### src/hdl/slmc_pkg.sv
// shared types and constants for the status led mode controller
package slmc_pkg;

    typedef enum logic [3:0] {
        MODE_BOOT    = 4'd0,
        MODE_BADHW   = 4'd1,
        MODE_PAIR    = 4'd2,
        MODE_UNPROV  = 4'd3,
        MODE_TROUBLE = 4'd4,
        MODE_PAUSED  = 4'd5,
        MODE_NORMAL  = 4'd6,
        MODE_VOICE   = 4'd7,
        MODE_FACTORY = 4'd8,
        MODE_NONE    = 4'd9
    } t_mode;

    typedef enum logic [1:0] {
        LINK_CONNECTED    = 2'd0,
        LINK_DISCONNECTED = 2'd1,
        LINK_PAUSED       = 2'd2,
        LINK_OTHER        = 2'd3
    } t_link;

    localparam int unsigned CountWidth = 4;
    localparam logic [CountWidth-1:0] DebounceReset = 4'd5;

endpackage

### src/hdl/slmc_tick_if.sv
// poll tick channel and led mode result channel
interface slmc_tick_if;
    logic       valid;
    logic       ready;
    logic [1:0] link_mode;
    logic       bad_hardware;
    logic       boot_done;
    logic       pairing_active;
    logic       provisioned;
    logic       provisioned_onboard;
    logic       pair_request;
    logic       voice_active;
    logic       peer_link;

    modport source (
        output valid, link_mode, bad_hardware, boot_done, pairing_active, provisioned,
               provisioned_onboard, pair_request, voice_active, peer_link,
        input  ready
    );
    modport sink (
        input  valid, link_mode, bad_hardware, boot_done, pairing_active, provisioned,
               provisioned_onboard, pair_request, voice_active, peer_link,
        output ready
    );
endinterface

interface slmc_led_if;
    logic       valid;
    logic       ready;
    logic [3:0] led_mode;
    logic       apply;

    modport source (output valid, led_mode, apply, input ready);
    modport sink (input valid, led_mode, apply, output ready);
endinterface

### src/hdl/status_led_mode_controller_top.sv
// status led mode controller: poll ticks in, led mode and apply flag out
//
// usage:
//   i_tick carries one poll beat: link mode plus status flags. o_led carries
//   one result beat per tick: the led mode pending before the tick and an
//   apply flag, set when that mode differs from the mode last shown or when
//   the peer link changed.
//   i_cfg_we / i_cfg_wdata write the debounce limit (polls a disconnect or
//   pause must persist); write only while no result is outstanding.
// timing and throughput:
//   a result beat appears in the cycle after its tick is accepted; one tick is
//   taken every cycle while o_led is not stalled, since the mode rules, counters
//   and compare all sit between the state registers and the result register.
// reset (synchronous, active low):
//   pending mode is boot, no mode shown yet, counters and peer link cleared,
//   debounce limit 5, result register empty.
// stall:
//   the result register holds its beat while o_led.ready is low; a new tick
//   is taken in the same cycle the held beat leaves, never while it waits.
module status_led_mode_controller_top (
    input  logic           i_clk,
    input  logic           i_rst_n,
    input  logic           i_cfg_we,
    input  logic [3:0]     i_cfg_wdata,
    slmc_tick_if.sink      i_tick,
    slmc_led_if.source     o_led
);
    import slmc_pkg::*;

    // state
    logic [CountWidth-1:0] r_limit;
    t_mode                 r_pending_mode;
    t_mode                 r_shown_mode;
    logic [CountWidth-1:0] r_offline_count;
    logic [CountWidth-1:0] r_pause_count;
    logic                  r_last_peer;

    // result register
    logic       r_out_valid;
    logic [3:0] r_led_mode;
    logic       r_apply;

    logic                  tick_acc;
    logic                  n_apply;
    logic                  conn;
    logic                  paus;
    logic [CountWidth-1:0] n_offline_count;
    logic [CountWidth-1:0] n_pause_count;
    t_mode                 n_pending_mode;

    // per-mode priority rules
    function automatic t_mode next_mode(t_mode cur, logic c, logic p, logic badhw,
                                        logic booting, logic pairing, logic notprov,
                                        logic notonb, logic bt, logic voice);
        t_mode m;
        logic  offl;
        offl = !c;
        m    = MODE_BOOT;
        unique case (cur)
            MODE_BOOT: begin
                if (badhw)                 m = MODE_BADHW;
                else if (booting)          m = MODE_BOOT;
                else if (pairing && notprov) m = MODE_PAIR;
                else if (!notprov && offl) m = MODE_TROUBLE;
                else if (c && !notprov)    m = MODE_NORMAL;
                else                       m = MODE_BOOT;
            end
            MODE_BADHW:   m = MODE_BADHW;
            MODE_PAIR: begin
                if (bt || (pairing && notonb)) m = MODE_PAIR;
                else if (!notonb && offl)  m = MODE_TROUBLE;
                else if (c && !notonb)     m = MODE_NORMAL;
                else                       m = MODE_PAIR;
            end
            MODE_UNPROV: begin
                if (pairing)               m = MODE_PAIR;
                else if (c && notprov)     m = MODE_UNPROV;
                else if (c && !notprov)    m = MODE_NORMAL;
                else if (offl)             m = MODE_TROUBLE;
                else                       m = MODE_UNPROV;
            end
            MODE_TROUBLE: begin
                if (bt)                    m = MODE_PAIR;
                else if (p)                m = MODE_PAUSED;
                else if (c)                m = MODE_NORMAL;
                else                       m = MODE_TROUBLE;
            end
            MODE_PAUSED: begin
                if (bt)                    m = MODE_PAIR;
                else if (!p && offl)       m = MODE_TROUBLE;
                else if (!p && c)          m = MODE_NORMAL;
                else if (!p && voice)      m = MODE_VOICE;
                else                       m = MODE_PAUSED;
            end
            MODE_NORMAL: begin
                if (bt)                    m = MODE_PAIR;
                else if (p && !voice)      m = MODE_PAUSED;
                else if (offl && !voice)   m = MODE_TROUBLE;
                else if (!p && voice)      m = MODE_VOICE;
                else                       m = MODE_NORMAL;
            end
            MODE_VOICE: begin
                if (p && !voice)           m = MODE_PAUSED;
                else if (c && !voice)      m = MODE_NORMAL;
                else if (!notprov && offl) m = MODE_TROUBLE;
                else                       m = MODE_VOICE;
            end
            MODE_FACTORY: m = MODE_FACTORY;
            default:      m = MODE_BOOT;
        endcase
        return m;
    endfunction

    // take a tick whenever the result register is free or draining
    assign i_tick.ready = !r_out_valid || o_led.ready;
    assign tick_acc     = i_tick.valid && i_tick.ready;

    assign o_led.valid    = r_out_valid;
    assign o_led.led_mode = r_led_mode;
    assign o_led.apply    = r_apply;

    always_comb begin
        n_apply = (r_pending_mode != r_shown_mode) || (i_tick.peer_link != r_last_peer);

        // debounced predicates from the counters as they stand before the tick
        conn = !((t_link'(i_tick.link_mode) == LINK_DISCONNECTED) &&
                 (r_offline_count >= r_limit));
        paus = (t_link'(i_tick.link_mode) == LINK_PAUSED) && (r_pause_count >= r_limit);

        n_offline_count = r_offline_count;
        n_pause_count   = r_pause_count;
        unique case (t_link'(i_tick.link_mode))
            LINK_CONNECTED: begin
                n_offline_count = '0;
                n_pause_count   = '0;
            end
            LINK_DISCONNECTED: begin
                n_pause_count = '0;
                if (r_offline_count < r_limit) begin
                    n_offline_count = r_offline_count + 1'b1;
                end
            end
            LINK_PAUSED: begin
                n_offline_count = '0;
                if (r_pause_count < r_limit) begin
                    n_pause_count = r_pause_count + 1'b1;
                end
            end
            default: begin
                n_pause_count = '0;
            end
        endcase

        // shown mode equals pending mode once latched
        n_pending_mode = next_mode(r_pending_mode, conn, paus, i_tick.bad_hardware,
                                   !i_tick.boot_done, i_tick.pairing_active,
                                   !i_tick.provisioned, !i_tick.provisioned_onboard,
                                   i_tick.pair_request, i_tick.voice_active);
    end

    always_ff @(posedge i_clk) begin
        if (!i_rst_n) begin
            r_limit         <= DebounceReset;
            r_pending_mode  <= MODE_BOOT;
            r_shown_mode    <= MODE_NONE;
            r_offline_count <= '0;
            r_pause_count   <= '0;
            r_last_peer     <= 1'b0;
            r_out_valid     <= 1'b0;
        end else begin
            if (i_cfg_we) begin
                r_limit <= i_cfg_wdata;
            end
            if (tick_acc) begin
                r_shown_mode    <= r_pending_mode;
                r_last_peer     <= i_tick.peer_link;
                r_offline_count <= n_offline_count;
                r_pause_count   <= n_pause_count;
                r_pending_mode  <= n_pending_mode;
                r_out_valid     <= 1'b1;
            end else if (o_led.ready) begin
                r_out_valid <= 1'b0;
            end
        end
    end

    // result payload, loaded with each accepted tick
    always_ff @(posedge i_clk) begin
        if (tick_acc) begin
            r_led_mode <= r_pending_mode;
            r_apply    <= n_apply;
        end
    end

    // every accepted tick leaves a result beat behind it
    a_tick_gives_beat: assert property (@(posedge i_clk) disable iff (!i_rst_n)
        tick_acc |=> r_out_valid)
        else $error("accepted tick left no result beat");

    // pending mode never takes the none-shown code or an undefined one
    a_pending_range: assert property (@(posedge i_clk) disable iff (!i_rst_n)
        r_pending_mode <= MODE_FACTORY)
        else $error("pending mode out of range");

    // bad hardware and factory modes are absorbing
    a_absorbing: assert property (@(posedge i_clk) disable iff (!i_rst_n)
        tick_acc && (r_pending_mode == MODE_BADHW || r_pending_mode == MODE_FACTORY)
        |=> r_pending_mode == $past(r_pending_mode))
        else $error("absorbing mode left");

    // no change of mode or peer link means no apply
    a_no_spurious_apply: assert property (@(posedge i_clk) disable iff (!i_rst_n)
        tick_acc && (r_pending_mode == r_shown_mode) && (i_tick.peer_link == r_last_peer)
        |=> !o_led.apply)
        else $error("apply set without a change");

    // after any accepted tick the shown mode is a real mode
    a_shown_latched: assert property (@(posedge i_clk) disable iff (!i_rst_n)
        tick_acc |=> r_shown_mode != MODE_NONE)
        else $error("shown mode not latched");

endmodule

### src/flat_wrapper.sv
// flat-port wrapper written by rule: the top's interface ports become plain ports
module status_led_mode_controller_top_flat import slmc_pkg::*;
  (i_clk, i_rst_n, i_cfg_we, i_cfg_wdata, i_tick_valid, i_tick_link_mode, i_tick_bad_hardware, i_tick_boot_done, i_tick_pairing_active, i_tick_provisioned, i_tick_provisioned_onboard, i_tick_pair_request, i_tick_voice_active, i_tick_peer_link, i_tick_ready, o_led_valid, o_led_led_mode, o_led_apply, o_led_ready);
  slmc_tick_if i_tick_i ();
  slmc_led_if o_led_i ();
  input  logic i_clk;
  input  logic i_rst_n;
  input  logic i_cfg_we;
  input  logic [3:0] i_cfg_wdata;
  input wire logic [$bits(i_tick_i.valid)-1:0] i_tick_valid;
  input wire logic [$bits(i_tick_i.link_mode)-1:0] i_tick_link_mode;
  input wire logic [$bits(i_tick_i.bad_hardware)-1:0] i_tick_bad_hardware;
  input wire logic [$bits(i_tick_i.boot_done)-1:0] i_tick_boot_done;
  input wire logic [$bits(i_tick_i.pairing_active)-1:0] i_tick_pairing_active;
  input wire logic [$bits(i_tick_i.provisioned)-1:0] i_tick_provisioned;
  input wire logic [$bits(i_tick_i.provisioned_onboard)-1:0] i_tick_provisioned_onboard;
  input wire logic [$bits(i_tick_i.pair_request)-1:0] i_tick_pair_request;
  input wire logic [$bits(i_tick_i.voice_active)-1:0] i_tick_voice_active;
  input wire logic [$bits(i_tick_i.peer_link)-1:0] i_tick_peer_link;
  output wire logic [$bits(i_tick_i.ready)-1:0] i_tick_ready;
  output wire logic [$bits(o_led_i.valid)-1:0] o_led_valid;
  output wire logic [$bits(o_led_i.led_mode)-1:0] o_led_led_mode;
  output wire logic [$bits(o_led_i.apply)-1:0] o_led_apply;
  input wire logic [$bits(o_led_i.ready)-1:0] o_led_ready;
  assign i_tick_i.valid = i_tick_valid;
  assign i_tick_i.link_mode = i_tick_link_mode;
  assign i_tick_i.bad_hardware = i_tick_bad_hardware;
  assign i_tick_i.boot_done = i_tick_boot_done;
  assign i_tick_i.pairing_active = i_tick_pairing_active;
  assign i_tick_i.provisioned = i_tick_provisioned;
  assign i_tick_i.provisioned_onboard = i_tick_provisioned_onboard;
  assign i_tick_i.pair_request = i_tick_pair_request;
  assign i_tick_i.voice_active = i_tick_voice_active;
  assign i_tick_i.peer_link = i_tick_peer_link;
  assign i_tick_ready = i_tick_i.ready;
  assign o_led_valid = o_led_i.valid;
  assign o_led_led_mode = o_led_i.led_mode;
  assign o_led_apply = o_led_i.apply;
  assign o_led_i.ready = o_led_ready;
  status_led_mode_controller_top u_core (.i_clk(i_clk), .i_rst_n(i_rst_n), .i_cfg_we(i_cfg_we), .i_cfg_wdata(i_cfg_wdata), .i_tick(i_tick_i), .o_led(o_led_i));
endmodule
### config.mk
export PLATFORM = sky130hd
export DESIGN_NAME = status_led_mode_controller_top_flat
export DESIGN_NICKNAME = d
export VERILOG_FILES = /design/src/hdl/slmc_pkg.sv /design/src/hdl/slmc_tick_if.sv /design/src/hdl/status_led_mode_controller_top.sv /design/src/flat_wrapper.sv
export SDC_FILE = /design/constraint.sdc
export NUM_CORES = 1
export LEC_CHECK = 0
export ABC_AREA = 1
export BUFFER_PORTS_ARGS = -buffer_cell sky130_fd_sc_hd__buf_2
export CAP_MARGIN = 10
export CORE_MARGIN = 4
export CORE_UTILIZATION = 56
export DETAILED_ROUTE_END_ITERATION = 16
export GPL_TIMING_DRIVEN = 0
export PLACE_DENSITY_LB_ADDON = 0.2
export SKIP_CTS_REPAIR_TIMING = 1
export SLEW_MARGIN = 5
export SYNTH_ARGS = -nofsm -noshare
export SYNTH_HDL_FRONTEND = slang
export SYNTH_SLANG_ARGS = --single-unit
### constraint.sdc
create_clock -name i_clk -period 2.7 [get_ports i_clk]
set_input_delay 0.135 -clock i_clk [delete_from_list [all_inputs] [get_ports i_clk]]
set_output_delay 0.135 -clock i_clk [all_outputs]
set_load 0.02 [all_outputs]
==> run summary <==
The share of the synthesized area in the top cell type is a little over a quarter. In the final routing, the length of wire on met1 measures 1782 um. The worst-skew pair later-pin latency came out at 320 ps.

Summed over all cells, the static leakage comes to 0.9401 nW. The sequential share of power is 55.4%. The final worst-path cycle share came out at 78.85%. The number of failing hold endpoints at the final stage came out at 0.

The total buffers and inverters traversed by the critical path came out at 2. Summed over all failing endpoints, the final setup total negative slack is 0 ps. The relative max-transition margin came out at 66.71%.

The nature of the critical path startpoint is a flip-flop. The clock passes through at most 2 buffers. The critical path data required time is 2930 ps. The boundary pin count is 26. After detailed routing, the number of remaining DRC violations is 0. The number of antenna-violating nets in the routed design is 0. By area the synthesized netlist is led by sky130_fd_sc_hd__dfxtp_1, sky130_fd_sc_hd__nand2_1, sky130_fd_sc_hd__edfxtp_1.

Clock skew on the completed layout was measured at 6.977 ps. The standard cell with the maximum stage delay on the critical path is sky130_fd_sc_hd__dfxtp_1. The maximum vdd drop is around 0.00025 V. The placer congestion estimate is 0.8724. Cell internal power was estimated by the tool at approximately 0.56 mW. Leaving out fill and tap cells, the most frequent cell in the layout is sky130_fd_sc_hd__nand2_1. The average size of a mapped cell is a little over 7 sq um. The initial antenna violation count came out at 0. The max-slew violation count was 0. In the layout the commonest cells are sky130_fd_sc_hd__nand2_1, sky130_fd_sc_hd__inv_1, sky130_fd_sc_hd__buf_2, sky130_fd_sc_hd__dfxtp_1, sky130_fd_sc_hd__nand3_1. The final critical path time including I/O delays and setup is about 2100 ps. The first-pass GRT wire length came out at ~6200 um. The post-detailed-routing wire length came out at roughly 3500 um. The depth of the worst register-to-register path is 14. After global routing the overflow that remains totals 0.

Data on the critical path arrives at its endpoint at ~2400 ps. The signed area change from the synthesized netlist to the final layout is 12.65%. The critical path start-end classification is reg -> reg.

The clock slew at the register clock pins of the worst setup and hold paths is 150 ps. The count of clock tree sinks came out at 27. The total CTS buffers is 3. The transition time of the tightest slew-check pin came out at 499.4 ps.

The starting DRC count in detailed routing came out at 93. The number of I/O port buffers came out at 25. The power per cell area is roughly 420 mW/mm^2. After synthesis the netlist holds a flip-flop and latch count of 27.

The part of the total power dissipated in the clock network is 22.1%. The worst hold path terminates at u_core.r_limit[0]$_SDFFE_PN1P_. Entering global routing, the biggest net connects 17 pins. TritonCTS built the clock tree. The largest fanout on the critical path is 3. The count of endpoints failing setup in the final report came out at 0.

The number of warnings reported in the yosys synthesis log is 0. The run finished with clean final reports. The biggest area contributor in the post-synthesis netlist is sky130_fd_sc_hd__dfxtp_1.

The worst hold path begins at i_cfg_wdata[0]. Max-cap violations in this run came to 0. The achievable frequency came out at 0.4697 GHz. The overall via count from detail_route came out at 1556. Before antenna repair, the detailed router went through 4 iterations. Hold timing on the final database bottoms out at a slack of around 15 ps. The terminus of the critical flop-to-flop path is u_core.r_pending_mode[0]$_SDFFE_PN0P_. The width of the die is 62.96 um. The worst setup path is captured at a flip-flop.

The critical path goes through inv_1 -> ha_1 -> a21oi_1 -> nand3_1 -> nand2_2 -> inv_1 -> ha_1 -> nor2_1 -> a21oi_1 -> nand3_1 -> nor2_1 -> nand2_1 -> nand2_1 -> a21oi_2. The post-synthesis cell type count came out at 31. The largest stage delay on the critical path is 340 ps. The half-perimeter wire length after detailed placement came out at 2742 um. After the last flow step, the layout net total stands at 296.

The worst hold path was traced through 3 stages. The highest metal layer carrying signal wires in the routed design is met4. The number of global-route vias before repair came out at about 1400. CTS built an H-tree with a depth of 1.

The switching part of the total power is 30.98%. Setup slack on the worst reg-to-reg path comes out at 570 ps. After detailed routing, the average wire length per cell comes to 11.76 um. The layout cell share with drive strength beyond 1 is 20.45%.

The routed length on met3 is between 100 and 150 um. The antenna diode instance count came out at 0. The tree is rooted in a sky130_fd_sc_hd__clkbuf_4. The part of the Yosys area used for sequential elements came out at 34.91%. The number of rows created at floorplan is 19. In this run the cell area of the synthesized design comes to 0.001692 sq mm. The overall routing resource usage is around a fifth. The overall die area is 0.003964 sq mm. In this run the worst hold path is classified as in -> reg. For this configuration, the core starts out at a cell density of about 60%.

The part of the power in combinational logic came out at 22.5%. For this design the total switching power over the nets is 0.2503 mW. The via count normalized by instance count came out at roughly 5.3. The die outline height came out at approximately 63 um. The number of nets handed over by synthesis was 264. Among cell families on the critical path, the largest total delay comes from simple AND/OR/NAND/NOR gates. Synthesis produced 233 cells. The total area inside the core boundary comes to 0.002829 sq mm. The startpoint identified for the worst register-to-register timing path is u_core.r_limit[3]$_SDFFE_PN0P_. The sum of met2 wire segment lengths after detailed routing came out at 1507 um. Setup repair after global routing left no endpoint under its margin.
-- power groups by stage --
stage               logic [mW]  clock network (mW)  registers, mW
detailed placement       0.179                   0          0.457
CTS                      0.179               0.186          0.448
global placement         0.175                   0          0.456
global route             0.208               0.207          0.452
finish                   0.182               0.178          0.447
floorplan                0.121                   0          0.461
-- worst register-to-register path: stages, from the launching register on --
cell and delay, ps:
sky130_fd_sc_hd__dfxtp_1 340, sky130_fd_sc_hd__inv_1 70, sky130_fd_sc_hd__ha_1 310, sky130_fd_sc_hd__a21oi_1 190, sky130_fd_sc_hd__nand3_1 150, sky130_fd_sc_hd__nand2_2 110, sky130_fd_sc_hd__inv_1 60, sky130_fd_sc_hd__ha_1 270
sky130_fd_sc_hd__nor2_1 40, sky130_fd_sc_hd__a21oi_1 150, sky130_fd_sc_hd__nand3_1 90, sky130_fd_sc_hd__nor2_1 90, sky130_fd_sc_hd__nand2_1 50, sky130_fd_sc_hd__nand2_1 60, sky130_fd_sc_hd__a21oi_2 50
-- layout make-up --
class	count	area (sq um)
clock inverters	1	7.507
plain buffers	3	26.28
fillers	263	923.4
repair buffers	27	145.1
multi-input cells	163	924.6
flip-flops and latches	27	590.6
inverters	40	150.1
clock buffers	3	22.52
well taps	31	38.79
-- flip-flops by register name, indices dropped and copies added (netlist names) --
| name | count |
|---|---|
| u_core.o_led.led_mode | 4 |
| u_core.r_limit | 4 |
| u_core.r_offline_count | 4 |
| u_core.r_pause_count | 4 |
| u_core.r_pending_mode | 4 |
| u_core.r_shown_mode | 4 |
| u_core.o_led.apply | 1 |
| u_core.o_led.valid | 1 |
| u_core.r_last_peer | 1 |
-- Yosys cell counts --
cell	n
sky130_fd_sc_hd__nand2_1	50
sky130_fd_sc_hd__inv_1	34
sky130_fd_sc_hd__dfxtp_1	22
sky130_fd_sc_hd__nand3_1	20
sky130_fd_sc_hd__nor2_1	19
sky130_fd_sc_hd__a21oi_1	16
sky130_fd_sc_hd__ha_1	12
sky130_fd_sc_hd__o21ai_0	10
sky130_fd_sc_hd__a211oi_1	5
sky130_fd_sc_hd__edfxtp_1	5
sky130_fd_sc_hd__inv_2	5
sky130_fd_sc_hd__nand2_2	4
sky130_fd_sc_hd__a21oi_2	3
sky130_fd_sc_hd__nor2_4	3
sky130_fd_sc_hd__buf_6	2
sky130_fd_sc_hd__nand3_2	2
sky130_fd_sc_hd__nand4_1	2
sky130_fd_sc_hd__nor2_2	2
sky130_fd_sc_hd__nor3_1	2
sky130_fd_sc_hd__o211ai_1	2
sky130_fd_sc_hd__o21ai_1	2
sky130_fd_sc_hd__o21ai_2	2
sky130_fd_sc_hd__a2111o_1	1
sky130_fd_sc_hd__clkbuf_1	1
sky130_fd_sc_hd__clkinv_1	1
sky130_fd_sc_hd__nand2_4	1
sky130_fd_sc_hd__nor3_2	1
sky130_fd_sc_hd__o221ai_1	1
sky130_fd_sc_hd__o22ai_1	1
sky130_fd_sc_hd__xnor2_1	1
sky130_fd_sc_hd__xor2_1	1
-- how the worst max path moves through the flow --
stage | end | cells after the start | slack [ps] | from
2_1_floorplan | u_core.r_pending_mode[0]$_SDFFE_PN0P_ | 14 | 820 | u_core.r_limit[3]$_SDFFE_PN0P_
5_1_grt | u_core.r_pending_mode[0]$_SDFFE_PN0P_ | 14 | 320 | u_core.r_limit[3]$_SDFFE_PN0P_
4_1_cts | u_core.r_pending_mode[0]$_SDFFE_PN0P_ | 14 | 570 | u_core.r_limit[3]$_SDFFE_PN0P_
6_report | u_core.r_pending_mode[0]$_SDFFE_PN0P_ | 14 | 570 | u_core.r_limit[3]$_SDFFE_PN0P_
3_3_place_gp | u_core.r_pending_mode[0]$_SDFFE_PN0P_ | 14 | 630 | u_core.r_limit[3]$_SDFFE_PN0P_
3_5_place_dp | u_core.r_pending_mode[0]$_SDFFE_PN0P_ | 14 | 590 | u_core.r_limit[3]$_SDFFE_PN0P_
-- layer usage --
| layer | vias up | track usage [%] |
|---|---|---|
| li1 | 824 | - |
| met1 | 695 | 25.85 |
| met2 | 31 | 30.30 |
| met3 | 6 | 2.158 |
| met4 | 0 | 6.061 |
| met5 | - | 0 |
-- stage by stage --
| step | instance area [sq um] | power (mW) | utilization, % | std cells | setup slack (ps) |
|---|---|---|---|---|---|
| after floorplan | 1692 | 0.5821 | - | 233 | 822.0 |
| after global routing | 1906 | 0.8659 | 67.36 | 295 | 316.6 |
| after CTS | 1886 | 0.8124 | 66.65 | 293 | 566.8 |
| final | 1906 | 0.8081 | 67.36 | 295 | 571.0 |
| after global placement | 1856 | 0.6302 | 65.59 | 289 | 632.2 |
| after detailed placement | 1856 | 0.6352 | 65.59 | 289 | 591.9 |
-- cells by family after synthesis --
family / synth area share (%)
and+or+nand+nor: 29.22
AOI/OAI and AO/OA: 15.53
buffers and inverters: 10.43
DFF: 34.91
adders and majority gates: 8.876
xor gates and xnor gates: 1.036
Note: power is estimated with default switching activity, not from simulation.
